<file path="config.mk">
export PLATFORM = sky130hd
export DESIGN_NAME = ir_bit_to_mark_space_encoder_flat
export DESIGN_NICKNAME = d
export VERILOG_FILES = /design/src/sv/irenc_pkg.sv /design/src/sv/irenc_if.sv /design/src/sv/irenc_cfg.sv /design/src/sv/irenc_front.sv /design/src/sv/irenc_cell.sv /design/src/sv/irenc_out.sv /design/src/sv/ir_bit_to_mark_space_encoder.sv /design/src/flat_wrapper.sv
export SDC_FILE = /design/constraint.sdc
export NUM_CORES = 2
export LEC_CHECK = 0
export ABC_AREA = 1
export BUFFER_PORTS_ARGS = -buffer_cell sky130_fd_sc_hd__buf_4
export CAP_MARGIN = 0
export CORE_MARGIN = 5
export CORE_UTILIZATION = 45
export CTS_CLUSTER_SIZE = 14
export DETAILED_ROUTE_END_ITERATION = 12
export GPL_ROUTABILITY_DRIVEN = 0
export SYNTH_ARGS = -nofsm -noshare
export SYNTH_HDL_FRONTEND = slang
export SYNTH_HIERARCHICAL = 1
export SYNTH_SLANG_ARGS = --single-unit
</file>
<file path="constraint.sdc">
create_clock -name clk -period 109.6 [get_ports clk]
set_clock_uncertainty 0.15 [all_clocks]
set_input_delay 21.92 -clock clk [delete_from_list [all_inputs] [get_ports clk]]
set_output_delay 21.92 -clock clk [all_outputs]
set_load 0.03 [all_outputs]
</file>
<file path="src/sv/irenc_pkg.sv">
// Shared types, constants and helpers for the IR mark/space encoder.
// Used by every module of the encoder and by its channel interfaces.
`default_nettype none

package irenc_pkg;

    // Duration saturation width (segments never exceed 16 bits)
    localparam int DURATION_BITS = 16;

    localparam int DUR_W     = 16;
    localparam int RAW_W     = 17;
    localparam int CYC_W     = 16;
    localparam int PULSE_W   = 8;
    localparam int PERIOD_W  = 16;
    localparam int MODE_W    = 2;
    localparam int CFG_IDX_W = 3;
    localparam int CFG_DATA_W = 16;

    // Dividend is duration * 256 plus half the period
    localparam int NUM_W  = DUR_W + 8 + 1;
    localparam int HEAD_W = NUM_W - CYC_W;

    // One divider cell per quotient bit
    localparam int DIV_CELLS = CYC_W;

    localparam logic [DUR_W:0] DUR_LIM = (DURATION_BITS >= DUR_W) ?
        {1'b0, {DUR_W{1'b1}}} : (DUR_W + 1)'((64'd1 << DURATION_BITS) - 64'd1);

    // Register indexes
    localparam logic [CFG_IDX_W-1:0] REG_CODING_MODE    = 3'd0;
    localparam logic [CFG_IDX_W-1:0] REG_BIT_SLOT       = 3'd1;
    localparam logic [CFG_IDX_W-1:0] REG_FIXED_SEGMENT  = 3'd2;
    localparam logic [CFG_IDX_W-1:0] REG_ZERO_SEGMENT   = 3'd3;
    localparam logic [CFG_IDX_W-1:0] REG_ONE_SEGMENT    = 3'd4;
    localparam logic [CFG_IDX_W-1:0] REG_CARRIER_PERIOD = 3'd5;
    localparam logic [CFG_IDX_W-1:0] REG_CARRIER_HIGH   = 3'd6;
    localparam logic [CFG_IDX_W-1:0] REG_CARRIER_LOW    = 3'd7;

    // Coding modes
    localparam logic [MODE_W-1:0] MODE_BIPHASE  = 2'd0;
    localparam logic [MODE_W-1:0] MODE_DISTANCE = 2'd1;
    localparam logic [MODE_W-1:0] MODE_LENGTH   = 2'd2;

    // Item kinds
    localparam logic KIND_RAW = 1'b0;
    localparam logic KIND_BIT = 1'b1;

    typedef struct packed {
        logic [MODE_W-1:0]   coding_mode;
        logic [DUR_W-1:0]    bit_slot_us;
        logic [DUR_W-1:0]    fixed_segment_us;
        logic [DUR_W-1:0]    zero_segment_us;
        logic [DUR_W-1:0]    one_segment_us;
        logic [PERIOD_W-1:0] carrier_period_q8;
        logic [PULSE_W-1:0]  carrier_high_us;
        logic [PULSE_W-1:0]  carrier_low_us;
    } cfg_t;

    // Up to two segments produced by one item
    typedef struct packed {
        logic             level0;
        logic [DUR_W-1:0] dur0;
        logic             level1;
        logic [DUR_W-1:0] dur1;
        logic             two;
    } seg_pair_t;

    // Beat travelling down the divider chain
    typedef struct packed {
        logic                ovf;
        logic [PERIOD_W-1:0] rem;
        logic [CYC_W-1:0]    num;
        seg_pair_t           seg;
    } div_t;

    function automatic logic [DUR_W-1:0] sat_dur(input logic [DUR_W:0] d);
        logic [DUR_W:0] r;
        r = (d > DUR_LIM) ? DUR_LIM : d;
        return r[DUR_W-1:0];
    endfunction

endpackage

`default_nettype wire

</file>
<file path="src/sv/irenc_if.sv">
// Channel interfaces of the IR mark/space encoder: input items and segments.
// Depends on irenc_pkg for field widths.
`default_nettype none

interface irenc_item_if;
    logic                              valid;
    logic                              ready;
    logic                              kind;
    logic signed [irenc_pkg::RAW_W-1:0] raw_duration_us;
    logic                              bit_value;

    modport source (output valid, kind, raw_duration_us, bit_value, input ready);
    modport sink   (input valid, kind, raw_duration_us, bit_value, output ready);
endinterface

interface irenc_seg_if;
    logic                              valid;
    logic                              ready;
    logic                              level;
    logic [irenc_pkg::DUR_W-1:0]       duration_us;
    logic [irenc_pkg::CYC_W-1:0]       carrier_cycles;
    logic [irenc_pkg::PULSE_W-1:0]     pulse_high_us;
    logic [irenc_pkg::PULSE_W-1:0]     pulse_low_us;
    logic                              last;

    modport source (output valid, level, duration_us, carrier_cycles, pulse_high_us,
                    pulse_low_us, last, input ready);
    modport sink   (input valid, level, duration_us, carrier_cycles, pulse_high_us,
                    pulse_low_us, last, output ready);
endinterface

`default_nettype wire

</file>
<file path="src/sv/irenc_cfg.sv">
// Configuration register file of the IR mark/space encoder.
// Depends on irenc_pkg.
`default_nettype none

module irenc_cfg (
    input  wire logic                                clk,
    input  wire logic                                rst_n,
    input  wire logic                                cfg_wr_en,
    input  wire logic [irenc_pkg::CFG_IDX_W-1:0]     cfg_index,
    input  wire logic [irenc_pkg::CFG_DATA_W-1:0]    cfg_wr_data,
    output irenc_pkg::cfg_t                          cfg
);
    import irenc_pkg::*;

    cfg_t cfg_reg;
    cfg_t cfg_next;

    // Decode the write
    always_comb
    begin
        cfg_next = cfg_reg;
        if (cfg_wr_en)
        begin
            unique case (cfg_index)
                REG_CODING_MODE:    cfg_next.coding_mode       = cfg_wr_data[MODE_W-1:0];
                REG_BIT_SLOT:       cfg_next.bit_slot_us       = cfg_wr_data;
                REG_FIXED_SEGMENT:  cfg_next.fixed_segment_us  = cfg_wr_data;
                REG_ZERO_SEGMENT:   cfg_next.zero_segment_us   = cfg_wr_data;
                REG_ONE_SEGMENT:    cfg_next.one_segment_us    = cfg_wr_data;
                REG_CARRIER_PERIOD: cfg_next.carrier_period_q8 = cfg_wr_data;
                REG_CARRIER_HIGH:   cfg_next.carrier_high_us   = cfg_wr_data[PULSE_W-1:0];
                REG_CARRIER_LOW:    cfg_next.carrier_low_us    = cfg_wr_data[PULSE_W-1:0];
                default:            cfg_next = cfg_reg;
            endcase
        end
    end

    // Hold settings, load defaults at reset
    always_ff @(posedge clk or negedge rst_n)
    begin
        if (!rst_n)
        begin
            cfg_reg.coding_mode       <= MODE_BIPHASE;
            cfg_reg.bit_slot_us       <= 16'd1780;
            cfg_reg.fixed_segment_us  <= 16'd563;
            cfg_reg.zero_segment_us   <= 16'd562;
            cfg_reg.one_segment_us    <= 16'd1688;
            cfg_reg.carrier_period_q8 <= 16'd6737;
            cfg_reg.carrier_high_us   <= 8'd9;
            cfg_reg.carrier_low_us    <= 8'd17;
        end
        else
        begin
            cfg_reg <= cfg_next;
        end
    end

    assign cfg = cfg_reg;

endmodule

`default_nettype wire

</file>
<file path="src/sv/irenc_front.sv">
// Front stage: turns an input item into its segment pair and seeds the divider.
// Depends on irenc_pkg.
`default_nettype none

module irenc_front (
    input  wire logic                                  clk,
    input  wire logic                                  rst_n,
    input  wire logic                                  adv,
    input  wire irenc_pkg::cfg_t                       cfg,
    input  wire logic                                  take,
    input  wire logic                                  kind,
    input  wire logic signed [irenc_pkg::RAW_W-1:0]    raw_duration_us,
    input  wire logic                                  bit_value,
    output logic                                       valid,
    output irenc_pkg::div_t                            data
);
    import irenc_pkg::*;

    logic             valid_reg;
    logic             valid_next;
    div_t             data_reg;
    div_t             data_next;

    seg_pair_t        seg;
    logic             has_result;
    logic [DUR_W-1:0] mark_dur;
    logic [DUR_W:0]   raw_mag;
    logic [DUR_W-1:0] half_hi;
    logic [DUR_W-1:0] half_lo;
    logic [DUR_W-1:0] var_dur;
    logic [DUR_W-1:0] fixed_dur;
    logic [NUM_W-1:0] dividend;
    logic [HEAD_W-1:0] head;

    // Build the segment pair for this item
    always_comb
    begin
        raw_mag    = raw_duration_us[RAW_W-1] ? (DUR_W + 1)'(-raw_duration_us)
                                              : (DUR_W + 1)'(raw_duration_us);
        half_hi    = sat_dur(({1'b0, cfg.bit_slot_us} + (DUR_W + 1)'(1)) >> 1);
        half_lo    = sat_dur({1'b0, cfg.bit_slot_us} >> 1);
        var_dur    = sat_dur({1'b0, bit_value ? cfg.one_segment_us : cfg.zero_segment_us});
        fixed_dur  = sat_dur({1'b0, cfg.fixed_segment_us});
        seg        = '0;
        has_result = 1'b1;
        mark_dur   = '0;
        if (kind == KIND_RAW)
        begin
            seg.level0 = !raw_duration_us[RAW_W-1];
            seg.dur0   = sat_dur(raw_mag);
            mark_dur   = seg.level0 ? seg.dur0 : '0;
        end
        else
        begin
            seg.two = 1'b1;
            unique case (cfg.coding_mode)
                MODE_BIPHASE:
                begin
                    seg.level0 = !bit_value;
                    seg.dur0   = half_hi;
                    seg.level1 = bit_value;
                    seg.dur1   = half_lo;
                    mark_dur   = bit_value ? half_lo : half_hi;
                end
                MODE_DISTANCE:
                begin
                    seg.level0 = 1'b1;
                    seg.dur0   = fixed_dur;
                    seg.dur1   = var_dur;
                    mark_dur   = fixed_dur;
                end
                MODE_LENGTH:
                begin
                    seg.level0 = 1'b1;
                    seg.dur0   = var_dur;
                    seg.dur1   = fixed_dur;
                    mark_dur   = var_dur;
                end
                default:
                begin
                    has_result = 1'b0;
                end
            endcase
        end
    end

    // Seed the divider: duration * 256 + period / 2, split into head and body
    always_comb
    begin
        dividend       = NUM_W'({mark_dur, 8'h00}) + NUM_W'(cfg.carrier_period_q8 >> 1);
        head           = dividend[NUM_W-1:CYC_W];
        data_next.ovf  = PERIOD_W'(head) >= cfg.carrier_period_q8;
        data_next.rem  = PERIOD_W'(head);
        data_next.num  = dividend[CYC_W-1:0];
        data_next.seg  = seg;
        valid_next     = take && has_result;
    end

    always_ff @(posedge clk or negedge rst_n)
    begin
        if (!rst_n)
        begin
            valid_reg <= 1'b0;
        end
        else if (adv)
        begin
            valid_reg <= valid_next;
        end
    end

    always_ff @(posedge clk)
    begin
        if (adv)
        begin
            data_reg <= data_next;
        end
    end

    assign valid = valid_reg;
    assign data  = data_reg;

endmodule

`default_nettype wire

</file>
<file path="src/sv/irenc_cell.sv">
// Divider cell: one restoring division step, one quotient bit per cell.
// Depends on irenc_pkg.
`default_nettype none

module irenc_cell (
    input  wire logic                               clk,
    input  wire logic                               rst_n,
    input  wire logic                               adv,
    input  wire logic [irenc_pkg::PERIOD_W-1:0]     period,
    input  wire logic                               in_valid,
    input  wire irenc_pkg::div_t                    in_data,
    output logic                                    out_valid,
    output irenc_pkg::div_t                         out_data
);
    import irenc_pkg::*;

    logic              valid_reg;
    div_t              data_reg;
    div_t              data_next;
    logic [PERIOD_W:0] trial;
    logic [PERIOD_W:0] diff;
    logic              ge;

    // Shift in the next dividend bit, subtract the period when it fits
    always_comb
    begin
        trial     = {in_data.rem, in_data.num[CYC_W-1]};
        diff      = trial - {1'b0, period};
        ge        = trial >= {1'b0, period};
        data_next = in_data;
        data_next.rem = ge ? diff[PERIOD_W-1:0] : trial[PERIOD_W-1:0];
        data_next.num = {in_data.num[CYC_W-2:0], ge};
    end

    always_ff @(posedge clk or negedge rst_n)
    begin
        if (!rst_n)
        begin
            valid_reg <= 1'b0;
        end
        else if (adv)
        begin
            valid_reg <= in_valid;
        end
    end

    always_ff @(posedge clk)
    begin
        if (adv)
        begin
            data_reg <= data_next;
        end
    end

    assign out_valid = valid_reg;
    assign out_data  = data_reg;

endmodule

`default_nettype wire

</file>
<file path="src/sv/irenc_out.sv">
// Output stage: splits a finished segment pair into beats on the segment channel.
// Depends on irenc_pkg and irenc_seg_if.
`default_nettype none

module irenc_out (
    input  wire logic               clk,
    input  wire logic               rst_n,
    input  wire irenc_pkg::cfg_t    cfg,
    input  wire logic               tail_valid,
    input  wire irenc_pkg::div_t    tail_data,
    output logic                    adv,
    irenc_seg_if.source             segment
);
    import irenc_pkg::*;

    logic               idx_reg;
    logic               idx_next;
    logic               ov_reg;
    logic               ov_next;
    logic               level_reg;
    logic [DUR_W-1:0]   dur_reg;
    logic [CYC_W-1:0]   cyc_reg;
    logic [PULSE_W-1:0] hi_reg;
    logic [PULSE_W-1:0] lo_reg;
    logic               last_reg;

    logic               load;
    logic               cur_level;
    logic [DUR_W-1:0]   cur_dur;
    logic               cur_last;
    logic [CYC_W-1:0]   quot;

    // Pick the segment to send next
    always_comb
    begin
        load      = !ov_reg || segment.ready;
        cur_level = idx_reg ? tail_data.seg.level1 : tail_data.seg.level0;
        cur_dur   = idx_reg ? tail_data.seg.dur1 : tail_data.seg.dur0;
        cur_last  = !tail_data.seg.two || idx_reg;
        quot      = tail_data.ovf ? {CYC_W{1'b1}} : tail_data.num;
        adv       = !tail_valid || (load && cur_last);
        ov_next   = load ? tail_valid : ov_reg;
        idx_next  = idx_reg;
        if (load && tail_valid)
        begin
            idx_next = !cur_last;
        end
    end

    always_ff @(posedge clk or negedge rst_n)
    begin
        if (!rst_n)
        begin
            ov_reg  <= 1'b0;
            idx_reg <= 1'b0;
        end
        else
        begin
            ov_reg  <= ov_next;
            idx_reg <= idx_next;
        end
    end

    // Load the output register when it is free or being taken
    always_ff @(posedge clk)
    begin
        if (load && tail_valid)
        begin
            level_reg <= cur_level;
            dur_reg   <= cur_dur;
            cyc_reg   <= cur_level ? quot : '0;
            hi_reg    <= cur_level ? cfg.carrier_high_us : '0;
            lo_reg    <= cur_level ? cfg.carrier_low_us : '0;
            last_reg  <= cur_last;
        end
    end

    assign segment.valid          = ov_reg;
    assign segment.level          = level_reg;
    assign segment.duration_us    = dur_reg;
    assign segment.carrier_cycles = cyc_reg;
    assign segment.pulse_high_us  = hi_reg;
    assign segment.pulse_low_us   = lo_reg;
    assign segment.last           = last_reg;

endmodule

`default_nettype wire

</file>
<file path="src/sv/ir_bit_to_mark_space_encoder.sv">
// IR transmit encoder: turns raw segments and data bits into mark/space beats.
//
// Input channel "item": a raw signed segment (kind 0) or one data bit (kind 1).
// Output channel "segment": one beat per mark or space, with its duration,
// the rounded carrier cycle count and carrier on/off times for marks, and
// last set on the final beat of an item. A data bit gives two beats, a raw
// segment one, a data bit in the unused coding mode none.
// From item acceptance to the first segment beat: one front stage, a chain of
// 16 divider cells (one quotient bit each) for the carrier count, and the
// output register. Throughput: while the receiver takes beats, the chain takes
// a new item every cycle and the output register one beat per cycle; raw
// segments run at one per cycle; a data bit holds the chain for its second beat.
// Configuration is written through cfg_wr_en/cfg_index/cfg_wr_data; the user
// must do so only while idle, as the block itself does not enforce it.
// Reset (rst_n low, asynchronous) empties the chain and loads default settings.
// When the receiver stalls, the output register holds its beat and the whole
// chain freezes once its tail is waiting, and item.ready drops with it.
// Depends on irenc_pkg, irenc_if, irenc_cfg, irenc_front, irenc_cell, irenc_out.
`default_nettype none

module ir_bit_to_mark_space_encoder (
    input  wire logic                                clk,
    input  wire logic                                rst_n,
    input  wire logic                                cfg_wr_en,
    input  wire logic [irenc_pkg::CFG_IDX_W-1:0]     cfg_index,
    input  wire logic [irenc_pkg::CFG_DATA_W-1:0]    cfg_wr_data,
    irenc_item_if.sink                               item,
    irenc_seg_if.source                              segment
);
    import irenc_pkg::*;

    cfg_t cfg;
    logic adv;
    logic take;
    logic stg_valid [DIV_CELLS+1];
    div_t stg_data  [DIV_CELLS+1];

    irenc_cfg u_cfg (
        .clk         (clk),
        .rst_n       (rst_n),
        .cfg_wr_en   (cfg_wr_en),
        .cfg_index   (cfg_index),
        .cfg_wr_data (cfg_wr_data),
        .cfg         (cfg)
    );

    // Accept whenever the chain moves
    assign item.ready = adv;
    assign take       = item.valid && adv;

    irenc_front u_front (
        .clk             (clk),
        .rst_n           (rst_n),
        .adv             (adv),
        .cfg             (cfg),
        .take            (take),
        .kind            (item.kind),
        .raw_duration_us (item.raw_duration_us),
        .bit_value       (item.bit_value),
        .valid           (stg_valid[0]),
        .data            (stg_data[0])
    );

    // Divider chain
    for (genvar i = 0; i < DIV_CELLS; i++)
    begin : g_cell
        irenc_cell u_cell (
            .clk       (clk),
            .rst_n     (rst_n),
            .adv       (adv),
            .period    (cfg.carrier_period_q8),
            .in_valid  (stg_valid[i]),
            .in_data   (stg_data[i]),
            .out_valid (stg_valid[i+1]),
            .out_data  (stg_data[i+1])
        );
    end

    irenc_out u_out (
        .clk        (clk),
        .rst_n      (rst_n),
        .cfg        (cfg),
        .tail_valid (stg_valid[DIV_CELLS]),
        .tail_data  (stg_data[DIV_CELLS]),
        .adv        (adv),
        .segment    (segment)
    );

    // A space carries no carrier information
    a_space_quiet: assert property (@(posedge clk) disable iff (!rst_n)
        segment.valid && !segment.level |->
            segment.carrier_cycles == '0 && segment.pulse_high_us == '0 &&
            segment.pulse_low_us == '0)
        else $error("space beat with carrier fields set");

    // The second beat of a pair always follows the first
    a_pair_follows: assert property (@(posedge clk) disable iff (!rst_n)
        segment.valid && !segment.last |=> segment.valid)
        else $error("first beat of a pair without its partner");

    // A frozen chain holds its front stage
    a_front_hold: assert property (@(posedge clk) disable iff (!rst_n)
        !adv |=> $stable(stg_valid[0]))
        else $error("front stage changed while the chain was stalled");

endmodule

`default_nettype wire

</file>
<file path="src/flat_wrapper.sv">
// flat-port wrapper written by rule: the top's interface ports become plain ports
module ir_bit_to_mark_space_encoder_flat import irenc_pkg::*;
  (clk, rst_n, cfg_wr_en, cfg_index, cfg_wr_data, item_valid, item_kind, item_raw_duration_us, item_bit_value, item_ready, segment_valid, segment_level, segment_duration_us, segment_carrier_cycles, segment_pulse_high_us, segment_pulse_low_us, segment_last, segment_ready);
  irenc_item_if item_i ();
  irenc_seg_if segment_i ();
  input  wire logic clk;
  input  wire logic rst_n;
  input  wire logic cfg_wr_en;
  input  wire logic [irenc_pkg::CFG_IDX_W-1:0] cfg_index;
  input  wire logic [irenc_pkg::CFG_DATA_W-1:0] cfg_wr_data;
  input wire logic [$bits(item_i.valid)-1:0] item_valid;
  input wire logic [$bits(item_i.kind)-1:0] item_kind;
  input wire logic [$bits(item_i.raw_duration_us)-1:0] item_raw_duration_us;
  input wire logic [$bits(item_i.bit_value)-1:0] item_bit_value;
  output wire logic [$bits(item_i.ready)-1:0] item_ready;
  output wire logic [$bits(segment_i.valid)-1:0] segment_valid;
  output wire logic [$bits(segment_i.level)-1:0] segment_level;
  output wire logic [$bits(segment_i.duration_us)-1:0] segment_duration_us;
  output wire logic [$bits(segment_i.carrier_cycles)-1:0] segment_carrier_cycles;
  output wire logic [$bits(segment_i.pulse_high_us)-1:0] segment_pulse_high_us;
  output wire logic [$bits(segment_i.pulse_low_us)-1:0] segment_pulse_low_us;
  output wire logic [$bits(segment_i.last)-1:0] segment_last;
  input wire logic [$bits(segment_i.ready)-1:0] segment_ready;
  assign item_i.valid = item_valid;
  assign item_i.kind = item_kind;
  assign item_i.raw_duration_us = item_raw_duration_us;
  assign item_i.bit_value = item_bit_value;
  assign item_ready = item_i.ready;
  assign segment_valid = segment_i.valid;
  assign segment_level = segment_i.level;
  assign segment_duration_us = segment_i.duration_us;
  assign segment_carrier_cycles = segment_i.carrier_cycles;
  assign segment_pulse_high_us = segment_i.pulse_high_us;
  assign segment_pulse_low_us = segment_i.pulse_low_us;
  assign segment_last = segment_i.last;
  assign segment_i.ready = segment_ready;
  ir_bit_to_mark_space_encoder u_core (.clk(clk), .rst_n(rst_n), .cfg_wr_en(cfg_wr_en), .cfg_index(cfg_index), .cfg_wr_data(cfg_wr_data), .item(item_i), .segment(segment_i));
endmodule
</file>
# [Yosys cells after proc, flatten, opt, wreduce, memory -nomap -nowiden]
# Cells that the tools add are included.
# Widths: inputs -> output; s select.
[word_totals] inputBits=43 out_inout_bits=52 ff_bits=1300
[classes] add_sub_neg=18 muxes=33 reduce_logical=25 magnitude_cmp=20 n_eq_ne=9
[ops] cell="$mux 16" n=23
[ops] cell="$ge 17x16->1" n=15
[ops] cell="$sub 16x16->16" n=14
[ops] cell="$pmux 16 s3" n=2
[ops] cell="$pmux 17 s3" n=1
[ops] cell="$mux 17" n=2
[ops] cell="$add 24x15->25" n=1
[ops] cell="$reduce_and 2->1" n=9
[ops] cell="$add 16x1->17 const B" n=1
[ops] cell="$gt 17x16->1 const B" n=1
[ops] cell="$neg 17->17" n=1
[ops] cell="$ge 10x16->1" n=1
[ops] cell="$ge 9x16->1" n=1
[ops] cell="$gt 15x16->1 const B" n=1
[ops] cell="$gt 16x16->1 const B" n=1
[ops] cell="$sub 10x16->16" n=1
[ops] cell="$eq 3x3->1 const B" n=4
[ops] cell="$mux 10" n=1
[ops] cell="$eq 3x2->1 const B" n=2
[ops] cell="$logic_not 1->1" n=6
[ops] cell="$logic_and 1x1->1" n=4
[ops] cell="$mux 1" n=4
[ops] cell="$eq 3x1->1 const B" n=1
[ops] cell="$logic_not 3->1" n=1
[ops] cell="5 further kinds" n=7

# [Depth between registers and ports, before layout]
[logic_depth] word_depth=8 ltp_mapped=37 ltp_nobuf=37

# [By module]
# Netlist, hierarchy kept.
[by_module_without_submodules] module="irenc_cell (u_core.g_cell[12].u_cell ...)" n_inst=9 cells_per_inst=339 area_per_inst_um2=3433.3
[by_module_without_submodules] module="irenc_cell (u_core.g_cell[0].u_cell ...)" n_inst=7 cells_per_inst=342 area_per_inst_um2=3520.9
[by_module_without_submodules] module="irenc_front" n_inst=1 cells_per_inst=684 area_per_inst_um2=5039.8
[by_module_without_submodules] module="irenc_cfg" n_inst=1 cells_per_inst=438 area_per_inst_um2=3886.2
[by_module_without_submodules] module="irenc_out" n_inst=1 cells_per_inst=190 area_per_inst_um2=2127.0
[by_module_without_submodules] module="ir_bit_to_mark_space_encoder" n_inst=1 cells_per_inst=2 area_per_inst_um2=7.5

# [Worst setup path before layout]
# Ideal clock, no wire load.
[synth_timing] kind="input port to output port" startpoint="input port segment_ready" endpoint="output port item_ready" arrival_ns=47.018 path_buffers=0 stages=4 setup_slack_ns=40.512 cell_sequence="inv_1 nand2_1 nand2_1 nand2_1"
[synth_via] elab_chain_len=3
[synth_rtl] item="from (decl)" line="flat_wrapper.sv:23" source="input wire logic [$bits(segment_i.ready)-1:0] segment_ready;"
[synth_rtl] item="$logic_or 1x1->1" line="irenc_out.sv:36" source="load = !ov_reg || segment.ready;"
[synth_rtl] item="$logic_and 1x1->1" line="irenc_out.sv:41" source="adv = !tail_valid || (load && cur_last);"
[synth_rtl] item="$logic_or 1x1->1" line="irenc_out.sv:41"
[synth_rtl] item="to (decl)" line="flat_wrapper.sv:15" source="output wire logic [$bits(item_i.ready)-1:0] item_ready;"
# Every way passes these cells.

# [Final worst setup path]
# Same ends and word-level chain as after synthesis.

==> out/metrics.yaml <==
syn_area_per_cell_um2: 9.93
path_cells: "buf_4, inv_1, nand2_1, nand2_1, nand2_4, buf_4"
dpl.hpwl_mm: 98.4
p_leak_uw: 0.0333
grt_max_degree: 196
cts_inserted_buffers: 139
clkSinkCount: 1300
dieArea_um2: 153000
htreeDepth: 4
dr.pass1.iters: 8
netlist_area_um2: 65400
fmax_mhz: 22.1
max_slew.worst_pin.slew_ps: 1100
tns_ps: 0
die_y_um: 391
vias_per_cell: 4.94
holdWs_ps: 232
cpMaxStageDelayCell: "nand2_4"
drt_iter0_markers: 3711
cts_buffer_depth: 3
clock-root-buffer: "clkbuf_16"
grt_pass1_vias: 40648
timing.final.ws_setup_ps: 64330
dp_cells: 8507
status: "finished clean"
final_cells: 8764
detail_route.wl_per_cell_um: 16.4
r2r_end: "u_core/u_front/data[67]"
portBuffers: 94
cts_resized: 0
post_cts_buffers: 0
endpoint: "item_ready"
startpoint: "segment_ready"
timing.critical_path.buf_inv: 3
drcViolationCount: 0
pre_cts_slack_ps: 64280
required_ps: 87530
layout-drive-gt1-share_pct: 11.8
fillers: 13039
grt_first_pass_wirelength_mm: 225
reg2reg_slack_ps: 103780
overflow: 0
end_kind: "primary output"
initial_utilization_pct: 45.4
setup_viol: 0
cp.depth: 6
startpoint_type: "input pin"
fin_nets: 7083
wl_mm: 143
core-area_um2: 144000
syn2layout_area_growth_pct: 10.8
ys_warn_count: 6
ir_worst_vdd_mv: 0.0283
netlist_instances: 6584
critPathMaxStageDelay_ps: 590
layout_common_cells: "nand2_1, edfxtp_1, inv_1"
final_common_cell: "nand2_1"
gr-usage-all-layers_pct: 18.8
ios: 95
slew_headroom_pct: 26.8
cp_max_fo: 54
drtAntennaViolNets: 0
largest_reg_flops: 1072
cap_violations: 0
critPathArrivalTime_ps: 23200
min_path_type: "reg -> reg"
die_width_um: 391
vias: 43309
min_period_ps: 45270
post-route-period-util_pct: 41.3
power_density_nw_per_um2: 34.9
rsz0062_at_grt: "false"
hold_viol: 0
cts_hold_buf: 0
path_class: "in -> out"
clkSlewWorstSetupHoldPaths_ps: 60
drv_slew: 0
row_count: 139
path_delay_family: "simple AND/OR/NAND/NOR gates"
cts_tree: "yes"
rr_startpoint: "u_core/u_cfg/cfg[96]"
antenna_found_initial: 4
clk_latency_ps: 780
r2r_cells: 36
[layer usage]
metal | track usage (%) | vias up | part of all wire [%]
li1 | - | 21670 | -
met3 | 3.39 | 250 | 6.4
met5 | 0 | - | 0.020
met1 | 26.5 | 20228 | 46
met2 | 29.2 | 1157 | 44
met4 | 6.57 | 4 | 3.1
[metrics by stage]
step / total power, uW / utilization [%] / cell area (um^2)
2_1_floorplan: 2050 / - / 65400
3_3_place_gp: 2050 / 47.1 / 67800
3_5_place_dp: 2070 / 47.1 / 67800
4_1_cts: 2550 / 50.3 / 72500
5_1_grt: 2730 / 50.3 / 72500
6_report: 2530 / 50.3 / 72500
[area by class of cell]
type	instances	area, um^2	share of cell area [%]
antenna	3	7.51	0.0104
clock buffer	168	3610	4.98
sequential	1300	38500	53.1
tap	1903	2380	3.29
multi-input combinational	4111	22000	30.3
inverter	1069	4010	5.54
timing repair buffer	124	968	1.34
clock inverter	86	1010	1.40
[worst min path at each step]
| stage | depth (start not counted) | endpoint | slack (ps) | start |
|---|---|---|---|---|
| after detailed placement | 0 | u_core/g_cell[0].u_cell/out_data[24] | 250 | u_core/u_front/data[24] |
| after CTS | 0 | u_core/g_cell[9].u_cell/out_data[38] | 230 | u_core/g_cell[8].u_cell/out_data[37] |
| after floorplan | 0 | u_core/g_cell[0].u_cell/out_data[0] | 250 | u_core/u_front/data[0] |
| after global placement | 0 | u_core/g_cell[11].u_cell/out_data[19] | 250 | u_core/g_cell[10].u_cell/out_data[19] |
| after global routing | 0 | u_core/g_cell[9].u_cell/out_data[38] | 250 | u_core/g_cell[8].u_cell/out_data[37] |
| final | 0 | u_core/g_cell[9].u_cell/out_data[38] | 230 | u_core/g_cell[8].u_cell/out_data[37] |
[power breakdown]
part / internal, uW / total [uW] / switching (uW)
sequential: 927 / 1030 / 98.7
clock: 264 / 464 / 200
combinational: 332 / 1040 / 705
total: 1520 / 2530 / 1000
Note: power is estimated with default switching activity, not from simulation.
